<file path="src/sv/bcba_pkg.sv">
// Shared types and constants for the bitmap contiguous block allocator.
// No dependencies; used by bitmap_contiguous_block_allocator and the testbench.
`default_nettype none
package bcba_pkg;

  // Default pool size in blocks
  localparam int MAX_BLOCKS_DEF = 1024;

  // Field widths
  localparam int BYTES_W  = 24;
  localparam int OFFSET_W = 26;
  localparam int BSIZE_W  = 16;
  localparam int BCOUNT_W = 11;
  localparam int CFG_IDX_W = 8;
  localparam int STATUS_W = 2;

  // Configuration register indexes
  localparam logic [CFG_IDX_W-1:0] REG_BLOCK_BYTES   = 8'd0;
  localparam logic [CFG_IDX_W-1:0] REG_BLOCKS_IN_USE = 8'd1;

  // Register reset values
  localparam logic [BSIZE_W-1:0]  BLOCK_BYTES_RST   = 16'd64;
  localparam logic [BCOUNT_W-1:0] BLOCKS_IN_USE_RST = 11'd1024;

  // Operations and status codes
  localparam logic OP_ALLOC = 1'b0;
  localparam logic OP_FREE  = 1'b1;
  localparam logic [STATUS_W-1:0] ST_OK      = 2'd0;
  localparam logic [STATUS_W-1:0] ST_NO_RUN  = 2'd1;
  localparam logic [STATUS_W-1:0] ST_BAD_REQ = 2'd2;

  // Controller states
  typedef enum logic [2:0] {
    S_CLEAR,
    S_IDLE,
    S_DIV,
    S_SCAN_RD,
    S_SCAN_BITS,
    S_MARK_RD,
    S_MARK_WR
  } state_t;

endpackage
`default_nettype wire

</file>
<file path="src/sv/bcba_ram.sv">
// Generic single-port-write, single-port-read synchronous RAM, registered read.
// No dependencies.
`default_nettype none
module bcba_ram #(
  parameter int WIDTH = 32,
  parameter int DEPTH = 32,
  localparam int AW = (DEPTH > 1) ? $clog2(DEPTH) : 1
) (
  input  wire logic             clk,
  input  wire logic             wr_en,
  input  wire logic [AW-1:0]    wr_addr,
  input  wire logic [WIDTH-1:0] wr_data,
  input  wire logic             rd_en,
  input  wire logic [AW-1:0]    rd_addr,
  output logic      [WIDTH-1:0] rd_data
);

  logic [WIDTH-1:0] mem [DEPTH];

  always_ff @(posedge clk) begin
    if (wr_en) begin
      mem[wr_addr] <= wr_data;
    end
    if (rd_en) begin
      rd_data <= mem[rd_addr];
    end
  end

endmodule
`default_nettype wire

</file>
<file path="src/sv/bitmap_contiguous_block_allocator.sv">
// Top level: bitmap first-fit block allocator with a usage bitmap in RAM.
// Depends on bcba_pkg and bcba_ram.
//
//  channel  | handshake                 | payload
//  ---------+---------------------------+--------------------------------------------
//  request  | start / busy              | in_operation, in_byte_count, in_free_offset
//  result   | out_valid (1-cycle strobe)| out_status, out_alloc_offset
//  config   | cfg_valid / cfg_ready     | cfg_index, cfg_data
//
// Per request: a zero byte count or zero block size is answered straight from idle;
// allocate runs the divider (an oversize allocate ends there), then scans bitmap
// words (one RAM read, four 8-bit slices each), then reads and writes each word marked.
// Free runs the divider twice (bytes, then offset), then reads and writes each word cleared.
// After reset a clearing pass writes every bitmap word,
// with busy high. The result strobe cannot be stalled; busy drops with it.
`default_nettype none
module bitmap_contiguous_block_allocator #(
  parameter int MAX_BLOCKS = bcba_pkg::MAX_BLOCKS_DEF
) (
  input  wire logic                               clk,
  input  wire logic                               rst_n,
  input  wire logic                               start,
  output logic                                    busy,
  input  wire logic                               in_operation,
  input  wire logic [bcba_pkg::BYTES_W-1:0]       in_byte_count,
  input  wire logic [bcba_pkg::OFFSET_W-1:0]      in_free_offset,
  output logic                                    out_valid,
  output logic [bcba_pkg::STATUS_W-1:0]           out_status,
  output logic [bcba_pkg::OFFSET_W-1:0]           out_alloc_offset,
  input  wire logic                               cfg_valid,
  output logic                                    cfg_ready,
  input  wire logic [bcba_pkg::CFG_IDX_W-1:0]     cfg_index,
  input  wire logic [bcba_pkg::BSIZE_W-1:0]       cfg_data
);

  localparam int WORDS = (MAX_BLOCKS + 31) / 32;
  localparam int AW = (WORDS > 1) ? $clog2(WORDS) : 1;
  localparam int BW = $clog2(MAX_BLOCKS + 1);
  localparam int DIV_STEPS = bcba_pkg::OFFSET_W;
  localparam int DCW = $clog2(DIV_STEPS);
  localparam int SW = bcba_pkg::BSIZE_W;

  // Registers
  bcba_pkg::state_t state_r, state_nxt;
  logic [SW-1:0]                     bb_r, bb_nxt;
  logic [bcba_pkg::BCOUNT_W-1:0]     biu_r, biu_nxt;
  logic                              op_r, op_nxt;
  logic [bcba_pkg::OFFSET_W-1:0]     off_r, off_nxt;
  logic [BW-1:0]                     cnt_r, cnt_nxt;
  logic [DCW-1:0]                    dstep_r, dstep_nxt;
  logic                              dsel_r, dsel_nxt;   // 0 block count, 1 start block
  logic [SW-1:0]                     rem_r, rem_nxt;
  logic [bcba_pkg::OFFSET_W-1:0]     quo_r, quo_nxt;
  logic [bcba_pkg::BYTES_W:0]        nfree_r, nfree_nxt;
  logic [BW-1:0]                     need_r, need_nxt;
  logic [AW-1:0]                     w_r, w_nxt;
  logic [1:0]                        sub_r, sub_nxt;
  logic [BW-1:0]                     run_r, run_nxt;
  logic [BW-1:0]                     lo_r, lo_nxt;
  logic [BW-1:0]                     hi_r, hi_nxt;
  logic                              set_r, set_nxt;
  logic                              ov_r, ov_nxt;
  logic [bcba_pkg::STATUS_W-1:0]     os_r, os_nxt;
  logic [bcba_pkg::OFFSET_W-1:0]     oo_r, oo_nxt;

  // RAM port
  logic          ram_we, ram_re;
  logic [AW-1:0] ram_wa, ram_ra;
  logic [31:0]   ram_wd, ram_rd;

  bcba_ram #(.WIDTH(32), .DEPTH(WORDS)) u_map (
    .clk     (clk),
    .wr_en   (ram_we),
    .wr_addr (ram_wa),
    .wr_data (ram_wd),
    .rd_en   (ram_re),
    .rd_addr (ram_ra),
    .rd_data (ram_rd)
  );

  // Effective block count from the register
  logic [BW-1:0] cnt_eff;
  assign cnt_eff = (32'(biu_r) < 32'(MAX_BLOCKS)) ? BW'(biu_r) : BW'(MAX_BLOCKS);

  // Divider step: one quotient bit per cycle
  logic [SW:0]                   rem_sh;
  logic                          qbit;
  logic [SW-1:0]                 rem_new;
  logic [bcba_pkg::OFFSET_W-1:0] quo_new;
  logic                          div_last;
  logic [bcba_pkg::BYTES_W:0]    need_full;
  always_comb begin
    rem_sh   = {rem_r, quo_r[bcba_pkg::OFFSET_W-1]};
    qbit     = rem_sh >= {1'b0, bb_r};
    rem_new  = qbit ? SW'(rem_sh - {1'b0, bb_r}) : rem_sh[SW-1:0];
    quo_new  = {quo_r[bcba_pkg::OFFSET_W-2:0], qbit};
    div_last = (dstep_r == DCW'(DIV_STEPS - 1));
    need_full = {1'b0, quo_new[bcba_pkg::BYTES_W-1:0]} + (bcba_pkg::BYTES_W + 1)'(1);
  end

  // Free range: start block and clipped end
  logic                       first_out;
  logic [bcba_pkg::OFFSET_W:0] free_end;
  logic [BW-1:0]              free_hi;
  always_comb begin
    first_out = (32'(quo_new) >= 32'(cnt_r));
    free_end  = {1'b0, quo_new} + (bcba_pkg::OFFSET_W + 1)'(nfree_r);
    free_hi   = (32'(free_end) < 32'(cnt_r)) ? BW'(free_end) : cnt_r;
  end

  // Scan of one 8-bit slice of the current word
  logic          sc_found;
  logic [BW-1:0] sc_start;
  logic [BW-1:0] sc_run;
  logic          sc_word_end;
  always_comb begin
    logic [31:0] pos;
    logic [31:0] run_v;
    sc_found = 1'b0;
    sc_start = '0;
    run_v    = 32'(run_r);
    for (int j = 0; j < 8; j++) begin
      pos = (32'(w_r) << 5) + (32'(sub_r) << 3) + 32'(j);
      if (!sc_found && pos < 32'(cnt_r)) begin
        if (ram_rd[{sub_r, 3'(j)}]) begin
          run_v = '0;
        end else begin
          run_v = run_v + 32'd1;
          if (run_v == 32'(need_r)) begin
            sc_found = 1'b1;
            sc_start = BW'(pos + 32'd1 - 32'(need_r));
          end
        end
      end
    end
    sc_run      = BW'(run_v);
    sc_word_end = ((32'(w_r) + 32'd1) << 5) >= 32'(cnt_r);
  end

  // Word update for marking or clearing a block range
  logic [31:0] mark_word;
  logic        mark_last;
  always_comb begin
    logic [31:0] pos;
    for (int b = 0; b < 32; b++) begin
      pos = (32'(w_r) << 5) + 32'(b);
      if (pos >= 32'(lo_r) && pos < 32'(hi_r)) begin
        mark_word[b] = set_r;
      end else begin
        mark_word[b] = ram_rd[b];
      end
    end
    mark_last = ((32'(w_r) + 32'd1) << 5) >= 32'(hi_r);
  end

  logic in_bad;
  assign in_bad = (bb_r == '0) || (in_byte_count == '0);

  // Next state
  always_comb begin
    state_nxt = state_r;
    case (state_r)
      bcba_pkg::S_CLEAR: begin
        if (w_r == AW'(WORDS - 1)) state_nxt = bcba_pkg::S_IDLE;
      end
      bcba_pkg::S_IDLE: begin
        if (start && !in_bad) state_nxt = bcba_pkg::S_DIV;
      end
      bcba_pkg::S_DIV: begin
        if (div_last) begin
          if (op_r == bcba_pkg::OP_ALLOC) begin
            state_nxt = (32'(need_full) > 32'(cnt_r)) ? bcba_pkg::S_IDLE
                                                      : bcba_pkg::S_SCAN_RD;
          end else if (dsel_r) begin
            state_nxt = first_out ? bcba_pkg::S_IDLE : bcba_pkg::S_MARK_RD;
          end
        end
      end
      bcba_pkg::S_SCAN_RD: state_nxt = bcba_pkg::S_SCAN_BITS;
      bcba_pkg::S_SCAN_BITS: begin
        if (sc_found) begin
          state_nxt = bcba_pkg::S_MARK_RD;
        end else if (sub_r == 2'd3) begin
          state_nxt = sc_word_end ? bcba_pkg::S_IDLE : bcba_pkg::S_SCAN_RD;
        end
      end
      bcba_pkg::S_MARK_RD: state_nxt = bcba_pkg::S_MARK_WR;
      bcba_pkg::S_MARK_WR: begin
        state_nxt = mark_last ? bcba_pkg::S_IDLE : bcba_pkg::S_MARK_RD;
      end
      default: state_nxt = bcba_pkg::S_IDLE;
    endcase
  end

  // Datapath, RAM control and result
  always_comb begin
    bb_nxt = bb_r;  biu_nxt = biu_r;
    op_nxt = op_r;  off_nxt = off_r;  cnt_nxt = cnt_r;
    dstep_nxt = dstep_r;  dsel_nxt = dsel_r;
    rem_nxt = rem_r;  quo_nxt = quo_r;  nfree_nxt = nfree_r;  need_nxt = need_r;
    w_nxt = w_r;  sub_nxt = sub_r;  run_nxt = run_r;
    lo_nxt = lo_r;  hi_nxt = hi_r;  set_nxt = set_r;
    ov_nxt = 1'b0;  os_nxt = os_r;  oo_nxt = oo_r;
    ram_we = 1'b0;  ram_wa = w_r;  ram_wd = '0;
    ram_re = 1'b0;  ram_ra = w_r;

    // Configuration writes
    if (cfg_valid) begin
      if (cfg_index == bcba_pkg::REG_BLOCK_BYTES) bb_nxt = cfg_data;
      else if (cfg_index == bcba_pkg::REG_BLOCKS_IN_USE)
        biu_nxt = cfg_data[bcba_pkg::BCOUNT_W-1:0];
    end

    case (state_r)
      bcba_pkg::S_CLEAR: begin
        ram_we = 1'b1;
        w_nxt  = (w_r == AW'(WORDS - 1)) ? '0 : w_r + AW'(1);
      end
      bcba_pkg::S_IDLE: begin
        if (start) begin
          op_nxt  = in_operation;
          off_nxt = in_free_offset;
          cnt_nxt = cnt_eff;
          if (in_bad) begin
            ov_nxt = 1'b1;
            oo_nxt = '0;
            os_nxt = (in_operation == bcba_pkg::OP_ALLOC) ? bcba_pkg::ST_BAD_REQ
                                                          : bcba_pkg::ST_OK;
          end else begin
            dstep_nxt = '0;
            dsel_nxt  = 1'b0;
            rem_nxt   = '0;
            quo_nxt   = bcba_pkg::OFFSET_W'(in_byte_count - bcba_pkg::BYTES_W'(1));
          end
        end
      end
      bcba_pkg::S_DIV: begin
        rem_nxt   = rem_new;
        quo_nxt   = quo_new;
        dstep_nxt = dstep_r + DCW'(1);
        if (div_last) begin
          if (op_r == bcba_pkg::OP_ALLOC) begin
            need_nxt = BW'(need_full);
            w_nxt    = '0;
            sub_nxt  = '0;
            run_nxt  = '0;
            set_nxt  = 1'b1;
            if (32'(need_full) > 32'(cnt_r)) begin
              ov_nxt = 1'b1;
              os_nxt = bcba_pkg::ST_BAD_REQ;
              oo_nxt = '0;
            end
          end else if (!dsel_r) begin
            // second pass divides the offset
            nfree_nxt = need_full;
            dsel_nxt  = 1'b1;
            dstep_nxt = '0;
            rem_nxt   = '0;
            quo_nxt   = off_r;
          end else begin
            set_nxt = 1'b0;
            lo_nxt  = BW'(quo_new);
            hi_nxt  = free_hi;
            w_nxt   = AW'(32'(quo_new) >> 5);
            if (first_out) begin
              ov_nxt = 1'b1;
              os_nxt = bcba_pkg::ST_OK;
              oo_nxt = '0;
            end
          end
        end
      end
      bcba_pkg::S_SCAN_RD: begin
        ram_re = 1'b1;
      end
      bcba_pkg::S_SCAN_BITS: begin
        run_nxt = sc_run;
        sub_nxt = sub_r + 2'd1;
        if (sc_found) begin
          lo_nxt = sc_start;
          hi_nxt = sc_start + need_r;
          w_nxt  = AW'(32'(sc_start) >> 5);
        end else if (sub_r == 2'd3) begin
          w_nxt = w_r + AW'(1);
          if (sc_word_end) begin
            ov_nxt = 1'b1;
            os_nxt = bcba_pkg::ST_NO_RUN;
            oo_nxt = '0;
          end
        end
      end
      bcba_pkg::S_MARK_RD: begin
        ram_re = 1'b1;
      end
      bcba_pkg::S_MARK_WR: begin
        ram_we = 1'b1;
        ram_wd = mark_word;
        w_nxt  = w_r + AW'(1);
        if (mark_last) begin
          ov_nxt = 1'b1;
          os_nxt = bcba_pkg::ST_OK;
          oo_nxt = set_r ? bcba_pkg::OFFSET_W'(32'(lo_r) * 32'(bb_r)) : '0;
        end
      end
      default: ;
    endcase
  end

  // Control registers
  always_ff @(posedge clk) begin
    if (!rst_n) begin
      state_r <= bcba_pkg::S_CLEAR;
      bb_r    <= bcba_pkg::BLOCK_BYTES_RST;
      biu_r   <= bcba_pkg::BLOCKS_IN_USE_RST;
      w_r     <= '0;
      ov_r    <= 1'b0;
    end else begin
      state_r <= state_nxt;
      bb_r    <= bb_nxt;
      biu_r   <= biu_nxt;
      w_r     <= w_nxt;
      ov_r    <= ov_nxt;
    end
  end

  // Payload registers
  always_ff @(posedge clk) begin
    op_r    <= op_nxt;
    off_r   <= off_nxt;
    cnt_r   <= cnt_nxt;
    dstep_r <= dstep_nxt;
    dsel_r  <= dsel_nxt;
    rem_r   <= rem_nxt;
    quo_r   <= quo_nxt;
    nfree_r <= nfree_nxt;
    need_r  <= need_nxt;
    sub_r   <= sub_nxt;
    run_r   <= run_nxt;
    lo_r    <= lo_nxt;
    hi_r    <= hi_nxt;
    set_r   <= set_nxt;
    os_r    <= os_nxt;
    oo_r    <= oo_nxt;
  end

  assign busy             = (state_r != bcba_pkg::S_IDLE);
  assign cfg_ready        = 1'b1;
  assign out_valid        = ov_r;
  assign out_status       = os_r;
  assign out_alloc_offset = oo_r;

endmodule
`default_nettype wire

</file>
<file path="config.mk">
export PLATFORM = sky130hd
export DESIGN_NAME = bitmap_contiguous_block_allocator
export DESIGN_NICKNAME = d
export VERILOG_FILES = /design/src/sv/bcba_pkg.sv /design/src/sv/bcba_ram.sv /design/src/sv/bitmap_contiguous_block_allocator.sv
export SDC_FILE = /design/constraint.sdc
export NUM_CORES = 2
export LEC_CHECK = 0
export ABC_AREA = 1
export BUFFER_PORTS_ARGS = -buffer_cell sky130_fd_sc_hd__buf_2
export CORE_AREA = 5 5 362 364
export CTS_CLUSTER_SIZE = 25
export DETAILED_ROUTE_END_ITERATION = 12
export DIE_AREA = 0 0 367 369
export PLACE_DENSITY_LB_ADDON = 0.12
export SLEW_MARGIN = 20
export SYNTH_ARGS = -nofsm -noshare
export SYNTH_HDL_FRONTEND = slang
export SYNTH_SLANG_ARGS = --single-unit
</file>
<file path="constraint.sdc">
create_clock -name clk -period 15.25 [get_ports clk]
set_input_delay 1.525 -clock clk [delete_from_list [all_inputs] [get_ports clk]]
set_output_delay 1.525 -clock clk [all_outputs]
set_load 0.02 [all_outputs]
</file>
* After elaboration in Yosys (flattened, before gate mapping)
Memory sizes are Yosys's and may differ from the RTL's. A register that Yosys moved wholly into a read port is not among the register bits.
Index checks and enable logic that the tools add are counted.
** Word-level totals
- Register bits after elaboration :: 222
- RAM bits :: 1024
- Output and inout bits :: 31
- Memories :: 1
** Operators by class
- Add/sub/neg operators :: 71
- $mul :: 1
- Order comparisons :: 87
- Equality and inequality tests :: 38
- Muxes and demuxes :: 216
- Bitwise gates (word level) :: 3
- Reduce and logical (&&, ||, !) cells :: 72
** Memories
- u_map.mem :: words 32, bits a word 32, read ports 1, clocked after memory_dff 1, wr ports 1, RTL line bcba_ram.sv:18 : logic [WIDTH-1:0] mem [DEPTH];
** Operator list (count)
- 26-bit two-way mux :: 17
- 32-bit two-way mux :: 13
- 11-bit two-way mux :: 37
- 11-bit greater-or-equal comparator :: 32
- 11-bit < comparator :: 31
- 32-bit by 1-bit adder with 32-bit output (second input constant) :: 7
- 32-bit by 11-bit equality test with 1-bit output :: 7
- 10-bit by 5-bit adder with 11-bit output (second input constant) :: 16
- 26-bit case mux with 4 select lines :: 1
- 16-bit two-way mux :: 6
- 10-bit by 4-bit adder with 11-bit output (second input constant) :: 8
- 11-bit subtractor :: 8
- 12-bit by 11-bit < comparator with 1-bit output :: 7
- 1-bit two-way mux :: 84
- 11-bit by 1-bit adder with 11-bit output (second input constant) :: 7
- 11-bit case mux with 2 select lines :: 3
- 5-bit two-way mux :: 11
- 26-bit case mux with 2 select lines :: 1
- 11-bit by 3-bit adder with 12-bit output (second input constant) :: 4
- 5-bit by 6-bit < comparator with 1-bit output (second input constant) :: 8
- 10-bit by 3-bit adder with 11-bit output (second input constant) :: 4
- 1-bit logical AND :: 40
- 32-bit by 11-bit greater-or-equal comparator with 1-bit output :: 1
- 32-bit by 11-bit < comparator with 1-bit output :: 1
- other kinds (59) :: 134

* Longest topological paths before layout
- Word-level depth :: 36
- Mapped depth :: 101
- Depth with buffers taken out :: 93

* Hierarchy
From an unflattened synthesis, not the netlist that was laid out.
** Unflattened totals
- Cell total of the unflattened synthesis :: 7722
- Area, all modules :: 71717.5 um^2
** Modules (own cells, without submodules)
- bcba_ram :: instances 1, cells each 3536, area each 42726.0 um^2, sequential area each 31710.4 um^2
- bitmap_contiguous_block_allocator :: instances 1, cells each 4186, area each 28991.6 um^2, sequential area each 6306.0 um^2

* Least setup slack after synthesis
Ideal clock, no wire load.
- Kind :: flip-flop to flip-flop
- Start point :: register w_r[0] (netlist: ram_ra[0])
- End point :: register hi_r[10] (data pin)
- Setup time :: 261 ps
- Data arrival time :: 11100 ps
- Slack :: 3889 ps
- Cell stages (with the launch flop) :: 92
- Buffers on the path :: 10
- Period minus slack after synthesis :: 11361 ps
- Cell sequence :: dfxtp_1 -> clkbuf_1 -> clkbuf_1 -> inv_1 -> clkbuf_1 -> clkbuf_1 -> clkbuf_1 -> clkbuf_1 -> ha_1 -> inv_2 -> nand2_1 -> nor2_1 -> nand4_2 -> buf_2 -> nand4_1 -> nand2_1 -> inv_1 -> ha_1 -> (+56 left out) -> fa_1 -> nand2_1 -> o21ai_0 -> inv_1 -> nor2_1 -> nor2_1 -> o21bai_1 -> nand2_1 -> nand2_1 -> a21oi_1 -> nor2_1 -> nor2_1 -> nor2_1 -> nor2_1 -> xor2_1 -> nand2_1 -> nand2_1 -> o21ai_1
** On the way
- Word-level cells in the longest chain between the ends :: 35
** Ends and longest elaborated chain
- from (decl) :: RTL line bitmap_contiguous_block_allocator.sv:56 : logic [AW-1:0] w_r, w_nxt;
- from (signal assigned) :: RTL line bitmap_contiguous_block_allocator.sv:321 : w_r <= w_nxt;
- 10-bit by 5-bit adder with 11-bit output (*) :: RTL line bitmap_contiguous_block_allocator.sv:123 : pos = (32'(w_r) << 5) + (32'(sub_r) << 3) + 32'(j);
- branches (longest 30 deep; another with 32-bit by 11-bit < comparator with 1-bit output)
- 11-bit two-way mux (*) :: RTL line bitmap_contiguous_block_allocator.sv:124 : if (!sc_found && pos < 32'(cnt_r)) begin
- 11-bit adder (*) :: RTL line bitmap_contiguous_block_allocator.sv:281 : hi_nxt = sc_start + need_r;
- 11-bit two-way mux (*) :: RTL line bitmap_contiguous_block_allocator.sv:279 : if (sc_found) begin
- 11-bit case mux with 2 select lines (*) :: RTL line bitmap_contiguous_block_allocator.sv:214 : case (state_r)
- net hi_nxt[10] :: RTL line bitmap_contiguous_block_allocator.sv:60 : logic [BW-1:0] hi_r, hi_nxt;
- to (signal assigned) :: RTL line bitmap_contiguous_block_allocator.sv:340 : hi_r <= hi_nxt;
- to (decl) :: RTL line bitmap_contiguous_block_allocator.sv:60
Mark *: on every way through the listed nets, which the timed path passes. The select of a mux whose other input is x is not followed.
A chain may end at the register's enable or synchronous reset.

* Worst setup path in the final report
- Start point :: register w_r[0] (netlist: ram_ra[0])
- End point :: register hi_r[9] (data pin)
The elaborated chain is that of the path after synthesis.

==> out/results.txt <==
status -> completed
iteration-0 DRC count of the detailed router -> 5452
cts hold-fix bufs -> 0
area delta synth->final -> 9.91%
compound-cell area share of the yosys netlist -> 13.4%
Clock Path Buffers -> 3
Core ar. -> 127000 um^2
Reg2Reg Depth -> 79
CTS Sinks -> 1278
RSZ-0062 raised after global routing -> false
XOR/XNOR Fraction of Synth Area -> 1.67%
FP Rows -> 131
max incr delay on CP -> 580 ps
setup skew after layout -> 58.5 ps
Synth top cells by count -> edfxtp_1, nand2_1, nor2_1
initial antenna violation count -> 1
Peak VDD IR -> 0.124 mV
Distinct cells, synth -> 76
Synth area leaders -> edfxtp_1, nand2_1, o21ai_0
GRT Overall Usage -> 30.6%
post-CTS setup buffers -> 0
fin. max-slew vios -> 0
startpoint types -> register
post-synth top area share -> 53.7%
part of the cycle the worst path needs -> 87.0%
most used flip-flop cell after synthesis -> edfxtp_1
worst r2r src -> ram_ra[0]
Setup TNS Final -> 0 ps
Syn Area/Cell -> 9.87 um^2
CP arrival -> 13800 ps
DRT Wirelength -> 213000 um
Worst Hold Depth -> 2
reg-to-reg slack, setup -> 1980 ps
first-pass GRT wire length -> 316000 um
number of antenna-violating nets in the routed design -> 0
Hold Path Class -> reg -> reg
nets@finish -> 7500
Seq/Total Area, Yosys -> 54.8%
Crit path top cell by count -> nand2_1
syn nets -> 7467
final hold violation count -> 0
Crit-path slowest cell -> inv_8
via density per instance -> 6.08
vias in the first global route -> 50800
largest net degree at the start of global routing -> 199
Syn. warnings -> 0
Max transition margin -> 22.6%
CP Capture Type -> register
Lkg Pwr -> 28.3 nW
Power Total -> 10.5 mW
GPL Wtd Cong -> 0.950
WHS Endpoint -> biu_r[4]
largest family of logic cells by synthesized area -> simple AND/OR/NAND/NOR gates
# DRC -> 0
hold path start -> biu_r[4]
Synth Area in Simple Gates -> 16.3%
root buf cell -> clkbuf_16
IO Port Bufs -> 108
chip height -> 369 um
top-count cell post-synth -> edfxtp_1
Max Freq -> 75.4 MHz
global route total overflow -> 0
Synth Instances -> 7033
Clk Latency, worst-skew pair -> 780 ps
Initial Util -> 54.6%
Synth area leader -> edfxtp_1
Synth Area in Adders -> 7.85%
layout cells sized above 1 -> 9.84%
post-layout minimum cycle time -> 13270 ps
TritonCTS clock tree -> yes
CP Class -> reg -> reg
CTS buffer count -> 138
Crit Path Max Fanout -> 145
max-capacitance violation count -> 0
r2r endpoint -> hi_r[9]
WL/cell -> 24.1 um
first-pass detailed-route iteration total -> 7
Slew @ Worst Pin -> 1160 ps
Pwr Density -> 138 nW/um^2
IO Pins -> 110
post-synthesis mux area share -> 0.0577%
Finish-stage setup viols -> 0
H-tree lvl count -> 4
Post-synth EDFFs -> 1242
Post-synth ARST share -> 0%
die width -> 367 um
synthesized area -> 69400 um^2
Req. time, crit path -> 15780 ps
post-CTS sizing -> 0
clock-pin slew on the worst setup and hold paths -> 60 ps
Final HPWL DP -> 134000 um
Die Area -> 135000 um^2
via count -> 53700
#FFs+latches synth -> 1278
## worst max-delay path by stage
stage | slack, ps | from | to | cells past startpoint
6_report | 1980 | ram_ra[0] | hi_r[9] | 79
5_1_grt | 510 | ram_ra[0] | hi_r[9] | 81
4_1_cts | 2190 | ram_ra[0] | hi_r[9] | 79
3_5_place_dp | 2200 | ram_ra[0] | hi_r[9] | 79
3_3_place_gp | 2470 | ram_ra[0] | hi_r[10] | 84
2_1_floorplan | 3890 | ram_ra[0] | hi_r[10] | 91
## power breakdown
| part | switching, mW | leakage (nW) | internal [mW] | total [mW] |
|---|---|---|---|---|
| Clock | 1.38 | 2.04 | 1.76 | 3.14 |
| Combinational | 2.16 | 15.8 | 0.828 | 2.99 |
| Sequential | 0.138 | 10.5 | 4.23 | 4.37 |
## state kept, by name, summed over array words and instances, names as in the netlist, 11 cells and up
signal / cells
bb_r: 16
biu_r: 11
cnt_r: 11
hi_r: 11
lo_r: 11
need_r: 11
nfree_r: 25
off_r: 26
out_alloc_offset: 26
quo_r: 26
rem_r: 16
run_r: 11
u_map.mem: 1024
u_map.rd_data: 32
## cell usage in the layout (no fill, tap or decap), drive strengths merged, types with 9 or more instances in the layout
cell       n
inv      733
fa       134
clkbuf   172
or2       29
xnor2     33
o211ai    17
nand2   1123
a211oi    20
nor3      44
o22ai    275
a221oi    89
o21bai    17
nand4     73
ha       221
nand3    310
xor2      97
o21ai    794
dfxtp     36
edfxtp  1242
clkinv    65
o31ai      9
nor4      24
a21oi    240
nor2     993
a31oi     19
buf      216
a22o      60
## logic make-up (layout without fill, tap and decap cells)
group	Yosys count	count (layout)
AOI/OAI and AO/OA	1590	1590
and+or+nand+nor	2614	2614
muxes	4	4
other	1	2
adders and majority gates	355	355
buffers and inverters	1060	1194
xor gates and xnor gates	131	131
DFF	1278	1278
## through the flow
| stage | instance area, um^2 | std cells | util (%) | setup slack [ps] | hold WS [ps] |
|---|---|---|---|---|---|
| floorplan | 69400 | 7033 | - | 3890 | 430 |
| global placement | 72000 | 8587 | 56.7 | 2470 | 447 |
| detailed placement | 72100 | 8588 | 56.7 | 2200 | 452 |
| CTS | 76200 | 8829 | 60.0 | 2190 | 462 |
| global route | 76300 | 8829 | 60.1 | 511 | 473 |
| finish | 76300 | 8830 | 60.1 | 1980 | 459 |
## metal layers
layer	up-vias	wire length [um]	part of all wire, %	GRT usage [%]
met1	26100	85600	40	40.6
met2	2417	101000	47	51.2
met3	489	17000	8.0	4.63
met5	-	0	0	0
met4	0	9190	4.3	11.9
li1	24600	-	-	-
## area by class of cell
type / instances / area [um^2]
timing repair buffer: 216 / 1390
clock buffer: 172 / 3610
inverter: 737 / 2780
sequential: 1278 / 38000
tap: 1662 / 2080
clock inverter: 69 / 566
fill: 10600 / 50700
multi-input combinational: 4695 / 27800
antenna: 1 / 2.50
## critical path, delay by kind of cell (launching register included)
kind | cells | cell delay (ps)
DFF | 1 | 360
adders and majority gates | 5 | 1320
buffers and inverters | 7 | 1280
and+or+nand+nor | 62 | 9080
AOI/OAI and AO/OA | 5 | 910
Note: power is estimated with default switching activity, not from simulation.
